## src/hdl/line_follow_pd_steering_core_assert.svh

```systemverilog
`ifndef LINE_FOLLOW_PD_STEERING_CORE_ASSERT_SVH
`define LINE_FOLLOW_PD_STEERING_CORE_ASSERT_SVH

// same-cycle implication, sampled on clk_i, off while rst_ni is low
`define LFPS_ASSERT_IMPL(lbl, ante, cons, msg) \
  lbl: assert property (@(posedge clk_i) disable iff (!rst_ni) (ante) |-> (cons)) \
    else $error(msg);

// next-cycle implication, sampled on clk_i, off while rst_ni is low
`define LFPS_ASSERT_NEXT(lbl, ante, cons, msg) \
  lbl: assert property (@(posedge clk_i) disable iff (!rst_ni) (ante) |=> (cons)) \
    else $error(msg);

`endif

```

## src/hdl/lfps_pkg.sv

```systemverilog
`timescale 1ns / 1ps

package lfps_pkg;

  // default datapath sizes
  localparam int ERROR_WIDTH = 10;
  localparam int COUNT_WIDTH = 8;

  // fixed field widths
  localparam int GAIN_WIDTH     = 16;
  localparam int SPEED_WIDTH    = 9;
  localparam int DEB_WIDTH      = 8;
  localparam int MAG_WIDTH      = 9;
  localparam int CFG_IDX_WIDTH  = 3;
  localparam int CFG_DATA_WIDTH = 16;
  localparam int FRAC_BITS      = 8;

  // wheel drive limits
  localparam logic signed [SPEED_WIDTH-1:0] SPEED_MIN = -9'sd50;
  localparam logic signed [SPEED_WIDTH-1:0] SPEED_MAX = 9'sd255;

  // register reset values
  localparam logic [GAIN_WIDTH-1:0]         PROP_GAIN_RST  = 16'd128;
  localparam logic [GAIN_WIDTH-1:0]         DERIV_GAIN_RST = 16'd64;
  localparam logic signed [SPEED_WIDTH-1:0] BASE_SPEED_RST = 9'sd150;
  localparam logic [DEB_WIDTH-1:0]          DEBOUNCE_RST   = 8'd3;
  localparam logic [MAG_WIDTH-1:0]          TURN_BIAS_RST  = 9'd100;
  localparam logic [MAG_WIDTH-1:0]          MAX_OFFSET_RST = 9'd160;

  typedef enum logic [CFG_IDX_WIDTH-1:0] {
    CFG_PROP_GAIN       = 3'd0,
    CFG_DERIV_GAIN      = 3'd1,
    CFG_BASE_SPEED      = 3'd2,
    CFG_DEBOUNCE_FRAMES = 3'd3,
    CFG_TURN_BIAS       = 3'd4,
    CFG_MAX_OFFSET      = 3'd5
  } cfg_idx_e;

  typedef enum logic [1:0] {
    MARKER_NONE  = 2'd0,
    MARKER_LEFT  = 2'd1,
    MARKER_RIGHT = 2'd2,
    MARKER_UTURN = 2'd3
  } marker_e;

  typedef struct packed {
    logic [GAIN_WIDTH-1:0]         prop_gain;
    logic [GAIN_WIDTH-1:0]         deriv_gain;
    logic signed [SPEED_WIDTH-1:0] base_speed;
    logic [DEB_WIDTH-1:0]          debounce_frames;
    logic [MAG_WIDTH-1:0]          turn_bias;
    logic [MAG_WIDTH-1:0]          max_offset;
  } cfg_t;

endpackage

```

## src/hdl/lfps_if.sv

```systemverilog
`timescale 1ns / 1ps

// frame item channel
interface lfps_frame_if #(
  parameter int ERROR_WIDTH = lfps_pkg::ERROR_WIDTH
);
  logic                          valid;
  logic                          ready;
  logic                          tracing_active;
  logic signed [ERROR_WIDTH-1:0] pixel_error;
  logic [1:0]                    marker_code;

  modport source (output valid, tracing_active, pixel_error, marker_code, input ready);
  modport sink   (input valid, tracing_active, pixel_error, marker_code, output ready);
endinterface

// wheel speed result channel
interface lfps_speed_if;
  logic                                    valid;
  logic                                    ready;
  logic signed [lfps_pkg::SPEED_WIDTH-1:0] left_speed;
  logic signed [lfps_pkg::SPEED_WIDTH-1:0] right_speed;

  modport source (output valid, left_speed, right_speed, input ready);
  modport sink   (input valid, left_speed, right_speed, output ready);
endinterface

// register write channel
interface lfps_cfg_if;
  logic                                valid;
  logic                                ready;
  logic [lfps_pkg::CFG_IDX_WIDTH-1:0]  index;
  logic [lfps_pkg::CFG_DATA_WIDTH-1:0] data;

  modport source (output valid, index, data, input ready);
  modport sink   (input valid, index, data, output ready);
endinterface

```

## src/hdl/lfps_cfg.sv

```systemverilog
`timescale 1ns / 1ps

module lfps_cfg (
  input  logic           clk_i,
  input  logic           rst_ni,
  lfps_cfg_if.sink       cfg_i,
  output lfps_pkg::cfg_t cfg_o
);

  lfps_pkg::cfg_t cfg_q, cfg_d;

  // writes are always accepted, ready is tied high
  assign cfg_i.ready = 1'b1;
  assign cfg_o       = cfg_q;

  // register decode, unknown indexes dropped
  always_comb begin
    cfg_d = cfg_q;
    if (cfg_i.valid) begin
      unique case (lfps_pkg::cfg_idx_e'(cfg_i.index))
        lfps_pkg::CFG_PROP_GAIN:       cfg_d.prop_gain  = cfg_i.data;
        lfps_pkg::CFG_DERIV_GAIN:      cfg_d.deriv_gain = cfg_i.data;
        lfps_pkg::CFG_BASE_SPEED:
          cfg_d.base_speed = $signed(cfg_i.data[lfps_pkg::SPEED_WIDTH-1:0]);
        lfps_pkg::CFG_DEBOUNCE_FRAMES:
          cfg_d.debounce_frames = cfg_i.data[lfps_pkg::DEB_WIDTH-1:0];
        lfps_pkg::CFG_TURN_BIAS:  cfg_d.turn_bias  = cfg_i.data[lfps_pkg::MAG_WIDTH-1:0];
        lfps_pkg::CFG_MAX_OFFSET: cfg_d.max_offset = cfg_i.data[lfps_pkg::MAG_WIDTH-1:0];
        default: ;
      endcase
    end
  end

  always_ff @(posedge clk_i or negedge rst_ni) begin
    if (!rst_ni) begin
      cfg_q.prop_gain       <= lfps_pkg::PROP_GAIN_RST;
      cfg_q.deriv_gain      <= lfps_pkg::DERIV_GAIN_RST;
      cfg_q.base_speed      <= lfps_pkg::BASE_SPEED_RST;
      cfg_q.debounce_frames <= lfps_pkg::DEBOUNCE_RST;
      cfg_q.turn_bias       <= lfps_pkg::TURN_BIAS_RST;
      cfg_q.max_offset      <= lfps_pkg::MAX_OFFSET_RST;
    end else begin
      cfg_q <= cfg_d;
    end
  end

endmodule

```

## src/hdl/lfps_err.sv

```systemverilog
`timescale 1ns / 1ps

`include "line_follow_pd_steering_core_assert.svh"

module lfps_err #(
  parameter int ERROR_WIDTH = lfps_pkg::ERROR_WIDTH,
  parameter int COUNT_WIDTH = lfps_pkg::COUNT_WIDTH
) (
  input  logic                                                clk_i,
  input  logic                                                rst_ni,
  lfps_frame_if.sink                                          frame_i,
  input  lfps_pkg::cfg_t                                      cfg_i,
  output logic                                                prod_valid_o,
  input  logic                                                prod_ready_i,
  output logic                                                prod_trace_o,
  output logic signed [ERROR_WIDTH+lfps_pkg::GAIN_WIDTH:0]    prop_term_o,
  output logic signed [ERROR_WIDTH+lfps_pkg::GAIN_WIDTH+1:0]  deriv_term_o
);

  localparam int CmpW = (COUNT_WIDTH > lfps_pkg::DEB_WIDTH) ? COUNT_WIDTH : lfps_pkg::DEB_WIDTH;
  localparam int LimW = (ERROR_WIDTH > lfps_pkg::MAG_WIDTH) ? ERROR_WIDTH : lfps_pkg::MAG_WIDTH;
  localparam logic [COUNT_WIDTH-1:0] CountMax = '1;
  localparam logic [LimW-1:0] ErrLimit = LimW'((1 << (ERROR_WIDTH - 1)) - 1);

  // input register
  logic                          s0_v_q, s0_v_d;
  logic                          s0_trace_q;
  logic signed [ERROR_WIDTH-1:0] s0_err_q;
  logic [1:0]                    s0_code_q;
  logic                          s0_ready, s0_move;

  // product register
  logic                                                s1_v_q, s1_v_d;
  logic                                                s1_trace_q;
  logic signed [ERROR_WIDTH+lfps_pkg::GAIN_WIDTH:0]    prop_q, prop_d;
  logic signed [ERROR_WIDTH+lfps_pkg::GAIN_WIDTH+1:0]  deriv_q, deriv_d;
  logic                                                s1_ready;

  // steering state
  logic [COUNT_WIDTH-1:0]        left_frames_q, left_frames_d;
  logic [COUNT_WIDTH-1:0]        right_frames_q, right_frames_d;
  logic signed [ERROR_WIDTH-1:0] active_bias_q, active_bias_d;
  logic signed [ERROR_WIDTH-1:0] prev_error_q, prev_error_d;

  // per-item working values
  logic [lfps_pkg::DEB_WIDTH-1:0] thresh;
  logic [LimW-1:0]                mag_w, lim_w;
  logic signed [ERROR_WIDTH-1:0]  bias_mag, limit;
  logic [COUNT_WIDTH-1:0]         left_inc, right_inc, left_nx, right_nx;
  logic signed [ERROR_WIDTH-1:0]  bias_nx, err_c;
  logic signed [ERROR_WIDTH:0]    biased, lim_ext, diff;

  // handshake through the two register stages
  assign s1_ready      = !s1_v_q || prod_ready_i;
  assign s0_ready      = !s0_v_q || s1_ready;
  assign s0_move       = s0_v_q && s1_ready;
  assign frame_i.ready = s0_ready;
  assign s0_v_d        = s0_ready ? frame_i.valid : s0_v_q;
  assign s1_v_d        = s1_ready ? s0_v_q : s1_v_q;

  // limits derived from the registers
  assign thresh   = (cfg_i.debounce_frames == '0) ? lfps_pkg::DEB_WIDTH'(1)
                                                 : cfg_i.debounce_frames;
  assign mag_w    = (LimW'(cfg_i.turn_bias) > ErrLimit) ? ErrLimit : LimW'(cfg_i.turn_bias);
  assign lim_w    = (LimW'(cfg_i.max_offset) > ErrLimit) ? ErrLimit : LimW'(cfg_i.max_offset);
  assign bias_mag = $signed(mag_w[ERROR_WIDTH-1:0]);
  assign limit    = $signed(lim_w[ERROR_WIDTH-1:0]);

  // saturating frame counters
  assign left_inc  = (left_frames_q == CountMax) ? left_frames_q
                                                 : left_frames_q + COUNT_WIDTH'(1);
  assign right_inc = (right_frames_q == CountMax) ? right_frames_q
                                                  : right_frames_q + COUNT_WIDTH'(1);

  // marker debounce and turn bias
  always_comb begin
    left_nx  = '0;
    right_nx = '0;
    bias_nx  = active_bias_q;
    unique case (lfps_pkg::marker_e'(s0_code_q))
      lfps_pkg::MARKER_LEFT:  left_nx  = left_inc;
      lfps_pkg::MARKER_RIGHT: right_nx = right_inc;
      lfps_pkg::MARKER_NONE,
      lfps_pkg::MARKER_UTURN: bias_nx  = '0;
    endcase
    priority if (CmpW'(left_nx) >= CmpW'(thresh)) begin
      bias_nx = -bias_mag;
    end else if (CmpW'(right_nx) >= CmpW'(thresh)) begin
      bias_nx = bias_mag;
    end else begin
      bias_nx = bias_nx;
    end
  end

  // biased error, clamped to the offset limit
  assign biased  = $signed({s0_err_q[ERROR_WIDTH-1], s0_err_q})
                 + $signed({bias_nx[ERROR_WIDTH-1], bias_nx});
  assign lim_ext = $signed({1'b0, limit});

  always_comb begin
    priority if (biased > lim_ext) begin
      err_c = limit;
    end else if (biased < -lim_ext) begin
      err_c = -limit;
    end else begin
      err_c = biased[ERROR_WIDTH-1:0];
    end
  end

  // proportional and derivative terms
  assign diff    = $signed({err_c[ERROR_WIDTH-1], err_c})
                 - $signed({prev_error_q[ERROR_WIDTH-1], prev_error_q});
  assign prop_d  = $signed({1'b0, cfg_i.prop_gain}) * err_c;
  assign deriv_d = $signed({1'b0, cfg_i.deriv_gain}) * diff;

  // state moves only on a tracing item
  always_comb begin
    left_frames_d  = left_frames_q;
    right_frames_d = right_frames_q;
    active_bias_d  = active_bias_q;
    prev_error_d   = prev_error_q;
    if (s0_move && s0_trace_q) begin
      left_frames_d  = left_nx;
      right_frames_d = right_nx;
      active_bias_d  = bias_nx;
      prev_error_d   = err_c;
    end
  end

  always_ff @(posedge clk_i or negedge rst_ni) begin
    if (!rst_ni) begin
      s0_v_q         <= 1'b0;
      s1_v_q         <= 1'b0;
      left_frames_q  <= '0;
      right_frames_q <= '0;
      active_bias_q  <= '0;
      prev_error_q   <= '0;
    end else begin
      s0_v_q         <= s0_v_d;
      s1_v_q         <= s1_v_d;
      left_frames_q  <= left_frames_d;
      right_frames_q <= right_frames_d;
      active_bias_q  <= active_bias_d;
      prev_error_q   <= prev_error_d;
    end
  end

  // payload registers
  always_ff @(posedge clk_i) begin
    if (frame_i.valid && s0_ready) begin
      s0_trace_q <= frame_i.tracing_active;
      s0_err_q   <= frame_i.pixel_error;
      s0_code_q  <= frame_i.marker_code;
    end
    if (s0_move) begin
      s1_trace_q <= s0_trace_q;
      prop_q     <= prop_d;
      deriv_q    <= deriv_d;
    end
  end

  assign prod_valid_o = s1_v_q;
  assign prod_trace_o = s1_trace_q;
  assign prop_term_o  = prop_q;
  assign deriv_term_o = deriv_q;

  // checks
  `LFPS_ASSERT_NEXT(a_idle_item_keeps_state, s0_move && !s0_trace_q,
    $stable(left_frames_q) && $stable(right_frames_q) && $stable(active_bias_q)
    && $stable(prev_error_q), "non-tracing item changed steering state")
  `LFPS_ASSERT_IMPL(a_one_counter_running, 1'b1,
    left_frames_q == '0 || right_frames_q == '0, "both marker counters nonzero")

endmodule

```

## src/hdl/lfps_speed.sv

```systemverilog
`timescale 1ns / 1ps

`include "line_follow_pd_steering_core_assert.svh"

module lfps_speed #(
  parameter int ERROR_WIDTH = lfps_pkg::ERROR_WIDTH
) (
  input  logic                                               clk_i,
  input  logic                                               rst_ni,
  input  logic                                               prod_valid_i,
  output logic                                               prod_ready_o,
  input  logic                                               prod_trace_i,
  input  logic signed [ERROR_WIDTH+lfps_pkg::GAIN_WIDTH:0]   prop_term_i,
  input  logic signed [ERROR_WIDTH+lfps_pkg::GAIN_WIDTH+1:0] deriv_term_i,
  input  lfps_pkg::cfg_t                                     cfg_i,
  lfps_speed_if.source                                       speed_o
);

  localparam int SumW  = ERROR_WIDTH + lfps_pkg::GAIN_WIDTH + 3;
  localparam int CorrW = SumW - lfps_pkg::FRAC_BITS;
  localparam int SpdW  = CorrW + 1;
  localparam int SW    = lfps_pkg::SPEED_WIDTH;

  logic                 out_v_q, out_v_d;
  logic signed [SW-1:0] left_q, left_d;
  logic signed [SW-1:0] right_q, right_d;

  logic signed [SumW-1:0]  p_sum, p_adj;
  logic signed [CorrW-1:0] corr;
  logic signed [SpdW-1:0]  base_ext, left_raw, right_raw;

  // pd sum, then divide by 256 rounding toward zero
  assign p_sum = SumW'(prop_term_i) + SumW'(deriv_term_i);
  assign p_adj = p_sum[SumW-1] ? p_sum + SumW'((1 << lfps_pkg::FRAC_BITS) - 1) : p_sum;
  assign corr  = $signed(p_adj[SumW-1:lfps_pkg::FRAC_BITS]);

  // differential drive around the base speed
  assign base_ext  = SpdW'(cfg_i.base_speed);
  assign left_raw  = base_ext + SpdW'(corr);
  assign right_raw = base_ext - SpdW'(corr);

  // clamp to the drive range, zero when not tracing
  always_comb begin
    priority if (!prod_trace_i) begin
      left_d = '0;
    end else if (left_raw < SpdW'(lfps_pkg::SPEED_MIN)) begin
      left_d = lfps_pkg::SPEED_MIN;
    end else if (left_raw > SpdW'(lfps_pkg::SPEED_MAX)) begin
      left_d = lfps_pkg::SPEED_MAX;
    end else begin
      left_d = left_raw[SW-1:0];
    end
  end

  always_comb begin
    priority if (!prod_trace_i) begin
      right_d = '0;
    end else if (right_raw < SpdW'(lfps_pkg::SPEED_MIN)) begin
      right_d = lfps_pkg::SPEED_MIN;
    end else if (right_raw > SpdW'(lfps_pkg::SPEED_MAX)) begin
      right_d = lfps_pkg::SPEED_MAX;
    end else begin
      right_d = right_raw[SW-1:0];
    end
  end

  // output register
  assign prod_ready_o = !out_v_q || speed_o.ready;
  assign out_v_d      = prod_ready_o ? prod_valid_i : out_v_q;

  always_ff @(posedge clk_i or negedge rst_ni) begin
    if (!rst_ni) begin
      out_v_q <= 1'b0;
    end else begin
      out_v_q <= out_v_d;
    end
  end

  always_ff @(posedge clk_i) begin
    if (prod_valid_i && prod_ready_o) begin
      left_q  <= left_d;
      right_q <= right_d;
    end
  end

  assign speed_o.valid       = out_v_q;
  assign speed_o.left_speed  = left_q;
  assign speed_o.right_speed = right_q;

  // checks
  `LFPS_ASSERT_NEXT(a_idle_gives_zero, prod_valid_i && prod_ready_o && !prod_trace_i,
    left_q == '0 && right_q == '0, "non-tracing transaction gave nonzero speed")
  `LFPS_ASSERT_IMPL(a_speed_in_range, out_v_q,
    left_q >= lfps_pkg::SPEED_MIN && left_q <= lfps_pkg::SPEED_MAX
    && right_q >= lfps_pkg::SPEED_MIN && right_q <= lfps_pkg::SPEED_MAX,
    "wheel speed outside drive range")

endmodule

```

## src/hdl/line_follow_pd_steering_core.sv

```systemverilog
`timescale 1ns / 1ps
// path: a frame transaction reaches speed valid through the input, product and output registers
// throughput: one frame per cycle while the speed channel does not stall, set by the state update in the error stage
// stalls on the speed channel back up through the stages without losing a transaction
// reset: control and steering state cleared, registers loaded with their default values
// register writes complete in the cycle they are presented

module line_follow_pd_steering_core #(
  parameter int ERROR_WIDTH = lfps_pkg::ERROR_WIDTH,
  parameter int COUNT_WIDTH = lfps_pkg::COUNT_WIDTH
) (
  input  logic         clk_i,
  input  logic         rst_ni,
  lfps_frame_if.sink   frame_i,
  lfps_cfg_if.sink     cfg_i,
  lfps_speed_if.source speed_o
);

  lfps_pkg::cfg_t cfg;

  logic                                                prod_valid;
  logic                                                prod_ready;
  logic                                                prod_trace;
  logic signed [ERROR_WIDTH+lfps_pkg::GAIN_WIDTH:0]    prop_term;
  logic signed [ERROR_WIDTH+lfps_pkg::GAIN_WIDTH+1:0]  deriv_term;

  // register file
  lfps_cfg u_cfg (
    .clk_i  (clk_i),
    .rst_ni (rst_ni),
    .cfg_i  (cfg_i),
    .cfg_o  (cfg)
  );

  // debounce, bias, clamp and gain products
  lfps_err #(
    .ERROR_WIDTH (ERROR_WIDTH),
    .COUNT_WIDTH (COUNT_WIDTH)
  ) u_err (
    .clk_i        (clk_i),
    .rst_ni       (rst_ni),
    .frame_i      (frame_i),
    .cfg_i        (cfg),
    .prod_valid_o (prod_valid),
    .prod_ready_i (prod_ready),
    .prod_trace_o (prod_trace),
    .prop_term_o  (prop_term),
    .deriv_term_o (deriv_term)
  );

  // correction and wheel speeds
  lfps_speed #(
    .ERROR_WIDTH (ERROR_WIDTH)
  ) u_speed (
    .clk_i        (clk_i),
    .rst_ni       (rst_ni),
    .prod_valid_i (prod_valid),
    .prod_ready_o (prod_ready),
    .prod_trace_i (prod_trace),
    .prop_term_i  (prop_term),
    .deriv_term_i (deriv_term),
    .cfg_i        (cfg),
    .speed_o      (speed_o)
  );

endmodule

```

## src/flat_wrapper.sv

```systemverilog
// flat-port wrapper written by rule: the top's interface ports become plain ports
module line_follow_pd_steering_core_flat 
#(
  parameter int ERROR_WIDTH = lfps_pkg::ERROR_WIDTH,
  parameter int COUNT_WIDTH = lfps_pkg::COUNT_WIDTH
)
  (clk_i, rst_ni, frame_i_valid, frame_i_tracing_active, frame_i_pixel_error, frame_i_marker_code, frame_i_ready, cfg_i_valid, cfg_i_index, cfg_i_data, cfg_i_ready, speed_o_valid, speed_o_left_speed, speed_o_right_speed, speed_o_ready);
  lfps_frame_if #(.ERROR_WIDTH(ERROR_WIDTH)) frame_i_i ();
  lfps_cfg_if cfg_i_i ();
  lfps_speed_if speed_o_i ();
  input  logic clk_i;
  input  logic rst_ni;
  input wire logic [$bits(frame_i_i.valid)-1:0] frame_i_valid;
  input wire logic [$bits(frame_i_i.tracing_active)-1:0] frame_i_tracing_active;
  input wire logic [$bits(frame_i_i.pixel_error)-1:0] frame_i_pixel_error;
  input wire logic [$bits(frame_i_i.marker_code)-1:0] frame_i_marker_code;
  output wire logic [$bits(frame_i_i.ready)-1:0] frame_i_ready;
  input wire logic [$bits(cfg_i_i.valid)-1:0] cfg_i_valid;
  input wire logic [$bits(cfg_i_i.index)-1:0] cfg_i_index;
  input wire logic [$bits(cfg_i_i.data)-1:0] cfg_i_data;
  output wire logic [$bits(cfg_i_i.ready)-1:0] cfg_i_ready;
  output wire logic [$bits(speed_o_i.valid)-1:0] speed_o_valid;
  output wire logic [$bits(speed_o_i.left_speed)-1:0] speed_o_left_speed;
  output wire logic [$bits(speed_o_i.right_speed)-1:0] speed_o_right_speed;
  input wire logic [$bits(speed_o_i.ready)-1:0] speed_o_ready;
  assign frame_i_i.valid = frame_i_valid;
  assign frame_i_i.tracing_active = frame_i_tracing_active;
  assign frame_i_i.pixel_error = frame_i_pixel_error;
  assign frame_i_i.marker_code = frame_i_marker_code;
  assign frame_i_ready = frame_i_i.ready;
  assign cfg_i_i.valid = cfg_i_valid;
  assign cfg_i_i.index = cfg_i_index;
  assign cfg_i_i.data = cfg_i_data;
  assign cfg_i_ready = cfg_i_i.ready;
  assign speed_o_valid = speed_o_i.valid;
  assign speed_o_left_speed = speed_o_i.left_speed;
  assign speed_o_right_speed = speed_o_i.right_speed;
  assign speed_o_i.ready = speed_o_ready;
  line_follow_pd_steering_core #(.ERROR_WIDTH(ERROR_WIDTH), .COUNT_WIDTH(COUNT_WIDTH)) u_core (.clk_i(clk_i), .rst_ni(rst_ni), .frame_i(frame_i_i), .cfg_i(cfg_i_i), .speed_o(speed_o_i));
endmodule
```

## config.mk

```make
export PLATFORM = sky130hd
export DESIGN_NAME = line_follow_pd_steering_core_flat
export DESIGN_NICKNAME = d
export VERILOG_FILES = /design/src/hdl/lfps_pkg.sv /design/src/hdl/lfps_if.sv /design/src/hdl/lfps_cfg.sv /design/src/hdl/lfps_err.sv /design/src/hdl/lfps_speed.sv /design/src/hdl/line_follow_pd_steering_core.sv /design/src/flat_wrapper.sv
export VERILOG_INCLUDE_DIRS = /design/src /design/src/hdl
export SDC_FILE = /design/constraint.sdc
export NUM_CORES = 1
export LEC_CHECK = 0
export BUFFER_PORTS_ARGS = -buffer_cell sky130_fd_sc_hd__buf_2
export CAP_MARGIN = 20
export CORE_MARGIN = 1
export CORE_UTILIZATION = 40
export CTS_BUF_LIST = sky130_fd_sc_hd__clkbuf_8
export DETAILED_ROUTE_END_ITERATION = 6
export PLACE_DENSITY = 0.61
export SLEW_MARGIN = 25
export SYNTH_ARGS = -nofsm -noshare
export SYNTH_HDL_FRONTEND = slang
export SYNTH_HIERARCHICAL = 1
export SYNTH_SLANG_ARGS = --single-unit
```

## constraint.sdc

```tcl
create_clock -name clk_i -period 13.3 [get_ports clk_i]
set_clock_uncertainty 0.2 [all_clocks]
set_input_delay 1.33 -clock clk_i [delete_from_list [all_inputs] [get_ports clk_i]]
set_output_delay 1.33 -clock clk_i [all_outputs]
set_load 0.01 [all_outputs]
```

=== Yosys cells after proc, flatten, opt, wreduce, memory -nomap -nowiden ===
Index checks and enable logic that the tools add are counted.

* Add/subtract/negate cells: 11
* Multipliers: 2
* Magnitude comparators: 8
* Eq/ne operators: 10
* Mux-type cells: 15
* Bitwise gates (word level): 1
* Reductions and logical operators: 22

{| class="wikitable"
|+ Operator list
! kind !! number
|-
| $mux W10 || 5
|-
| $gt A22 B9 Y1 const B || 2
|-
| $lt A22 B7 Y1 const B || 2
|-
| $mux W8 || 5
|-
| $mux W9 || 4
|-
| $add A27 B28 Y29 || 1
|-
| $add A29 B9 Y29 const B || 1
|-
| $mux W29 || 1
|-
| $mul A17 B11 Y28 || 1
|-
| $mul A17 B10 Y27 || 1
|-
| $add A9 B21 Y22 || 1
|-
| $sub A9 B21 Y22 || 1
|-
| $neg A9 Y10 || 2
|-
| $add A8 B1 Y8 const B || 2
|-
| $eq A8 B8 Y1 const B || 2
|-
| $ge A8 B8 Y1 || 2
|-
| $reduce_and A2 Y1 || 6
|-
| $add A10 B10 Y11 || 1
|-
| $gt A11 B10 Y1 || 1
|-
| $lt A11 B11 Y1 || 1
|-
| $neg A9 Y11 || 1
|-
| $sub A10 B10 Y11 || 1
|-
| $logic_not A8 Y1 || 1
|-
| $eq A3 B2 Y1 const B || 2
|-
| 11 further kinds || 22
|}

* Register bits after elaboration: 193
* Input bits: 37
* Output and inout bits: 21
* Logic and storage cells: 92

=== Logic depth before layout (Yosys ltp) ===
* Word-level depth: 12
* Mapped depth: 63

=== Hierarchy ===
The synthesis kept the hierarchy.

{| class="wikitable"
|+ By module, submodules not included
! module !! instances !! cells an instance !! area each (µm²)
|-
| lfps_err || 1 || 1938 || 18056.1
|-
| lfps_speed || 1 || 765 || 5790.6
|-
| lfps_cfg || 1 || 148 || 2591.2
|}

=== Least setup slack after synthesis ===
Ideal clock, no wire load.

* Path kind: reg-to-reg
* From: register u_core.u_err.right_frames_q[0]
* To: register u_core.u_err.deriv_q, in the netlist u_core/u_err/deriv_term_o[27] (data pin)
* Library setup time: 0.261 ns
* Data arrival time: 13.068 ns
* Path slack: -0.229 ns
* Cell stages (with the launch flop): 57
* Buffers on the path: 3
* Period minus slack after synthesis: 13.529 ns
* Path through: dfrtp_1 > ha_1 > and3_1 > nand3_1 > xor2_1 > nand2_1 > ha_1 > nand2b_1 > a21o_1 > a21oi_1 > o21ai_0 > o22ai_1 > a21oi_1 > a41o_1 > ha_1 > fa_1 > a21o_1 > and4_1 > [... 21 more ...] > o311ai_0 > clkbuf_1 > nand2_1 > fa_1 > fa_1 > inv_1 > fa_1 > fa_1 > inv_1 > fa_1 > inv_1 > ha_1 > a2111oi_0 > o31ai_1 > a41oi_1 > a211o_1 > o211ai_1 > xnor2_1

* Word-level cells in the longest chain between the ends: 12
* Elaborated cells on any way between the ends: 14

{| class="wikitable"
|+ RTL lines
! item !! line !! RTL
|-
| from (decl) || lfps_err.sv:41 || <nowiki>logic [COUNT_WIDTH-1:0] right_frames_q, right_frames_d;</nowiki>
|-
| from (signal assigned) || lfps_err.sv:142 || <nowiki>right_frames_q <= right_frames_d;</nowiki>
|-
| $add A8 B1 Y8 / $eq A8 B8 Y1 (equally long branches) || lfps_err.sv:73, lfps_err.sv:72 ||
|-
| $mux W8 * || lfps_err.sv:72 || <nowiki>assign right_inc = (right_frames_q == CountMax) ? right_frames_q</nowiki>
|-
| $mux W8 * || lfps_err.sv:80 || <nowiki>unique case (lfps_pkg::marker_e'(s0_code_q))</nowiki>
|-
| $ge A8 B8 Y1 * || lfps_err.sv:88 || <nowiki>end else if (CmpW'(right_nx) >= CmpW'(thresh)) begin</nowiki>
|-
| $mux W10 * || lfps_err.sv:88 ||
|-
| $mux W10 * || lfps_err.sv:86 || <nowiki>priority if (CmpW'(left_nx) >= CmpW'(thresh)) begin</nowiki>
|-
| named net u_core.u_err.bias_nx[0] || lfps_err.sv:50 || <nowiki>logic signed [ERROR_WIDTH-1:0] bias_nx, err_c;</nowiki>
|-
| $add A10 B10 Y11 * || lfps_err.sv:97 || <nowiki>+ $signed({bias_nx[ERROR_WIDTH-1], bias_nx});</nowiki>
|-
| $lt A11 B11 Y1 || lfps_err.sv:103 || <nowiki>end else if (biased < -lim_ext) begin</nowiki>
|-
| $mux W10 || lfps_err.sv:103 ||
|-
| $mux W10 * || lfps_err.sv:101 || <nowiki>priority if (biased > lim_ext) begin</nowiki>
|-
| named net u_core.u_err.err_c[1] || lfps_err.sv:50 ||
|-
| $sub A10 B10 Y11 * || lfps_err.sv:112 || <nowiki>- $signed({prev_error_q[ERROR_WIDTH-1], prev_error_q});</nowiki>
|-
| $mul A17 B11 Y28 * || lfps_err.sv:114 || <nowiki>assign deriv_d = $signed({1'b0, cfg_i.deriv_gain}) * diff;</nowiki>
|-
| named net u_core.u_err.deriv_d, one bit || lfps_err.sv:36 || <nowiki>logic signed [ERROR_WIDTH+lfps_pkg::GAIN_WIDTH+1:0] deriv_q, deriv_d;</nowiki>
|-
| to (signal assigned) || lfps_err.sv:158 || <nowiki>deriv_q <= deriv_d;</nowiki>
|-
| to (decl) || lfps_err.sv:36 ||
|}

Mark *: on every way through the listed nets, which the timed path passes. The rest lies on a longest branch.
A chain may end at the register's enable or synchronous reset.

=== Worst setup path after layout ===
* From: register u_core.u_err.left_frames_q[0]
* To: register u_core.u_err.deriv_q, in the netlist u_core/u_err/deriv_term_o[24] (data pin)

* Word-level cells in the longest chain between the ends: 11
* Elaborated cells on any way between the ends: 13

{| class="wikitable"
|+ RTL lines
! item !! line !! RTL
|-
| from (decl) || lfps_err.sv:40 || <nowiki>logic [COUNT_WIDTH-1:0] left_frames_q, left_frames_d;</nowiki>
|-
| from (signal assigned) || lfps_err.sv:141 || <nowiki>left_frames_q <= left_frames_d;</nowiki>
|-
| $add A8 B1 Y8 / $eq A8 B8 Y1 (equally long branches) || lfps_err.sv:71, lfps_err.sv:70 ||
|-
| $mux W8 * || lfps_err.sv:70 || <nowiki>assign left_inc = (left_frames_q == CountMax) ? left_frames_q</nowiki>
|-
| $mux W8 * || lfps_err.sv:80 ||
|-
| named net u_core.u_err.left_nx[5] || lfps_err.sv:49 || <nowiki>logic [COUNT_WIDTH-1:0] left_inc, right_inc, left_nx, right_nx;</nowiki>
|-
| $ge A8 B8 Y1 * || lfps_err.sv:86 ||
|-
| $mux W10 * || lfps_err.sv:86 ||
|-
| named net u_core.u_err.bias_nx[2] || lfps_err.sv:50 ||
|-
| $add A10 B10 Y11 * || lfps_err.sv:97 ||
|-
| $lt A11 B11 Y1 || lfps_err.sv:103 ||
|-
| $mux W10 || lfps_err.sv:103 ||
|-
| $mux W10 * || lfps_err.sv:101 ||
|-
| $sub A10 B10 Y11 * || lfps_err.sv:112 ||
|-
| $mul A17 B11 Y28 * || lfps_err.sv:114 ||
|-
| named net u_core.u_err.deriv_d, one bit || lfps_err.sv:36 ||
|}

Marks and branches as above.

==> results <==
- The first-pass GRT wire length is roughly 110000 microns.
- The async set or reset register ratio after synthesis is 54.92%.
- The commonest register cell after synthesis is dfrtp_1.
- The die extent in y is 259.1 microns.
- Clock latency on the worst-skew pair, taken at its later pin, is 560 ps.
- After synthesis, the largest area contributor takes up 18.32% of total cell area.
- The worst path uses 96.95% of the clock period.
- The routed design could run at a clock period as short as 12890 ps.
- The cell sitting at the root of the clock tree is a clkbuf_8.
- After synthesis, the largest family of logic cells by area is adder cells.
- The number of antenna violations at the first check in global routing is 4.
- From left edge to right edge, the die measures around 260 microns.
- The count of buffers added on input and output ports is 56.
- The number of cell rows is 93.
- For this block, the routed nets add up to 69950 microns of wire.
- The final count of pins violating max slew was 0.
- In this run, synthesis inferred 87 flip-flops with an integrated enable.
- Based on the critical path, the design can be clocked at up to 77.56 MHz.
- The global-route total usage across every layer is a little over a fifth.
- The run finished with clean final reports.
- Of the total synthesized cell area, the portion taken by XOR and XNOR cells is 5.002%.
- The number of sinks driven by the clock tree is 193.
- The final cell count without fillers is 3766.
- The worst stage delay on the critical path is 570 ps.
- The effective utilization at floorplan is 40.72%.
- Along the worst path, the maximum fanout reaches 5.
- The total iterations of the first detailed-routing run is 7.
- Each instance of the synthesized netlist takes up on average 9.273 sq um.
- fa_1 takes more of the synthesized area than any other cell.
- The post-route worst setup slack is roughly 410 ps.
- The total via count after detailed routing is roughly 21000.
- The remaining design rule violation count is 0.
- After synthesis the cells add up to 26440 sq um.
- The final global-route overflow total is 0.
- Once placement finished, the instance area stood at 27740 sq um.
- The kind of cell adding the most delay to the critical path is adder cells.
- The number of top-level design ports is 58.
- The number of nets in the finished design is 3467.
- The total non-filler cell area in the finished layout is 28740 sq um.
- The yosys synthesis warning count is 6.
- The post-synthesis mux area share is 4.534%.
- The count of nets left with antenna violations once routing finished came out at 0.
- From synthesis to final layout, the design area changed by 8.699%.
- The full die area is between 60000 and 70000 sq um.
- Of the total synthesized cell area, the portion taken by full adders, half adders and majority gates is between 30% and 40%.
- The cell with the biggest individual delay on the critical path is fa_1.
- The gate count of the mapped netlist is 2851.
- Setup violations remaining at the end of the flow were counted as 0.
- The post-synthesis net count is 3421.
- The final count of hold timing violations was 0.
- The max-cap check violation count is 0.
- The share of cells above drive strength 1 is 14.16%.
- The number of buffer and inverter instances along the worst setup path is 7.
- The number of global-route vias before repair is 21320.
- By area the synthesized netlist is led by fa_1, ha_1, edfxtp_1.
- The synthesized netlist devotes 17.20% of its cell area to simple gates.
- Counting along the longest clock path gives a buffer depth of 2.
- The worst relative slew slack is 32.81%.
- Dividing the detail-routed wire length by the instance count gives 18.57 microns.
- The sequential-to-total area share from yosys stat is 19.98%.
- The critical path required time is 13400 ps.
- In this run, distinct cell masters in the synthesized netlist total 110.
- Using the TritonRoute via totals, the vias-per-cell ratio works out to around 5.6.
- The detailed router finished its first iteration with ~1400 violations.
- The critical path data arrival time is 13000 ps.
- The number of hold buffers added after CTS is 0.
- The path class of the tightest hold or removal check is flop to flop.
- Entering global routing, the biggest net connects 70 pins.
- Counting the fill cells in the layout gives 6330.
- The instance count after placement with tap cells included is 3713.
- The worst setup path is launched from a flop.
- Across all hold checks on the routed design, the worst slack comes to ~290 ps.
- The congestion estimate from routability-driven global placement came to 0.8989.
- Summing the areas of all compound-gate instances in the mapped netlist gives between 10% and 20% of the synthesized area.
- The floorplan step defined a core boundary enclosing between 60000 and 70000 sq um.
- The post-synthesis sequential element count is 193.
- The number of buffers inserted during clock tree synthesis is 17.
- The total number of H-tree levels is 4.
- The clock transition time at the flip-flop clock pins of the worst setup and hold paths is 100 ps.
- The most numerous cell type found on the critical path is fa_1.
- STA classifies the critical path endpoint as a flop.
- Detailed placement ended at an HPWL of between 50000 and 60000 microns.
- At the pin with the least slew margin, the transition time is 993.6 ps.
- The kind of critical path is flop to flop.
- The post-placement worst setup slack is -146.1 ps.
- TritonCTS built the clock tree.
## routing by layer
metal  part of all wire, %  track usage [%]
met4                   2.5            7.133
met5                 0.059                0
met1                    45            27.80
met3                   4.4            2.871
met2                    48            35.66
## cell usage after synthesis (all sizes together) (15+ instances only)
master and count:
edfxtp 87, nand2 193, nor2b 55, nand3 76
xnor2 100, ha 291, o21a 42, inv 361
o21ai 136, mux2 86, nor3 53, a31oi 21
nand2b 31, mux2i 21, nand4 18, clkbuf 60
buf 52, a21o 23, or3 34, nor4 22
a21boi 23, nor2 161, fa 242, dfrtp 93
and3 62, a21oi 137, o31ai 17, and2 88
xor2 48, a211oi 15
## per-stage QoR
step                      util (%)  setup TNS [ps]
after floorplan                  -               0
after global placement       42.72               0
after CTS                    43.49               0
after global routing         44.26          -492.3
final                        44.26               0
after detailed placement     42.72          -384.9
## placed cells by master (no fill, tap or decap), types with 13 or more instances in the layout
master and instances:
edfxtp_1 87, mux2_2 85, nor2_1 154, nor4_1 18
or3_1 33, nand2_1 188, nor2b_1 53, buf_2 55
o21ai_0 115, nand3_1 73, clkbuf_8 17, a21o_1 23
a21oi_1 127, dfrtp_1 92, o21a_1 41, xnor2_1 99
inv_1 360, nand2b_1 31, o31ai_1 15, a21boi_0 17
buf_4 78, a31oi_1 20, mux2i_1 17, ha_1 278
and2_1 85, dfstp_2 13, fa_1 240, and3_1 60
nor3_1 45, xor2_1 46, o21ai_1 13, nand4_1 15
## worst paths after layout
kind	from	endpoint	slack (ps)	cells after the start
setup / recovery	u_core/u_err/left_frames_q[0]	u_core/u_err/deriv_term_o[24]	410	58
hold / removal	u_core/u_err/prev_error_q[9]	u_core/u_err/prev_error_q[9]	290	2
setup reg to reg	u_core/u_err/left_frames_q[0]	u_core/u_err/deriv_term_o[24]	410	58
hold reg to reg	u_core/u_err/prev_error_q[9]	u_core/u_err/prev_error_q[9]	290	2
max in group asynchronous	rst_ni	u_core/u_cfg/cfg_o[34]	10960	2
min in group asynchronous	rst_ni	u_core/u_cfg/cfg_o[57]	550	1
## logic make-up after synthesis
logic type | count (synthesis)
AO/OA/AOI/OAI | 542
buffers and inverters | 476
other | 1
XOR/XNOR | 148
flip-flops | 193
AND/OR/NAND/NOR | 851
multiplexers | 107
adder cells (fa/ha/maj) | 533
## area by class of cell
| cell class | instances | area (sq um) | area share, % |
|---|---|---|---|
| multi-input cells | 2182 | 19650 | 68.37 |
| flip-flops and latches | 193 | 5283 | 18.38 |
| inverters | 364 | 1366 | 4.754 |
| well taps | 855 | 1070 | 3.723 |
| repair buffers | 139 | 928.4 | 3.231 |
| clock buffers | 17 | 234.0 | 0.8142 |
| clock inverters | 15 | 205.2 | 0.7140 |
| diodes | 1 | 2.502 | 0.008708 |
## flip-flops by register name (all words and copies together), names as in the netlist, 2 cells and up
register / cells
u_core/u_err/deriv_term_o: 28
u_core/u_cfg/cfg_o: 67
u_core/u_err/active_bias_q: 10
u_core/u_err/prev_error_q: 10
u_core/u_err/s0_err_q: 10
u_core/u_err/right_frames_q: 8
u_core/u_err/left_frames_q: 8
u_core/u_err/prop_term_o: 27
u_core/u_speed/speed_o.left_speed: 9
u_core/u_err/s0_code_q: 2
u_core/u_speed/speed_o.right_speed: 9
## worst min-delay path: stages, from the launching register on
cell and delay, ps:
dfrtp_1 350, nand2_1 50, o31ai_1 50
## what timing repair did
item                       4_1_cts  5_1_grt
setup endpoints to repair        5       21
buffers inserted                 2       17
pin swaps                        0       33
cloned                           0        1
resized for setup               14       76
Power is not shown: default switching activity piles up to over one toggle a cycle in this logic, so the estimate is an artifact.
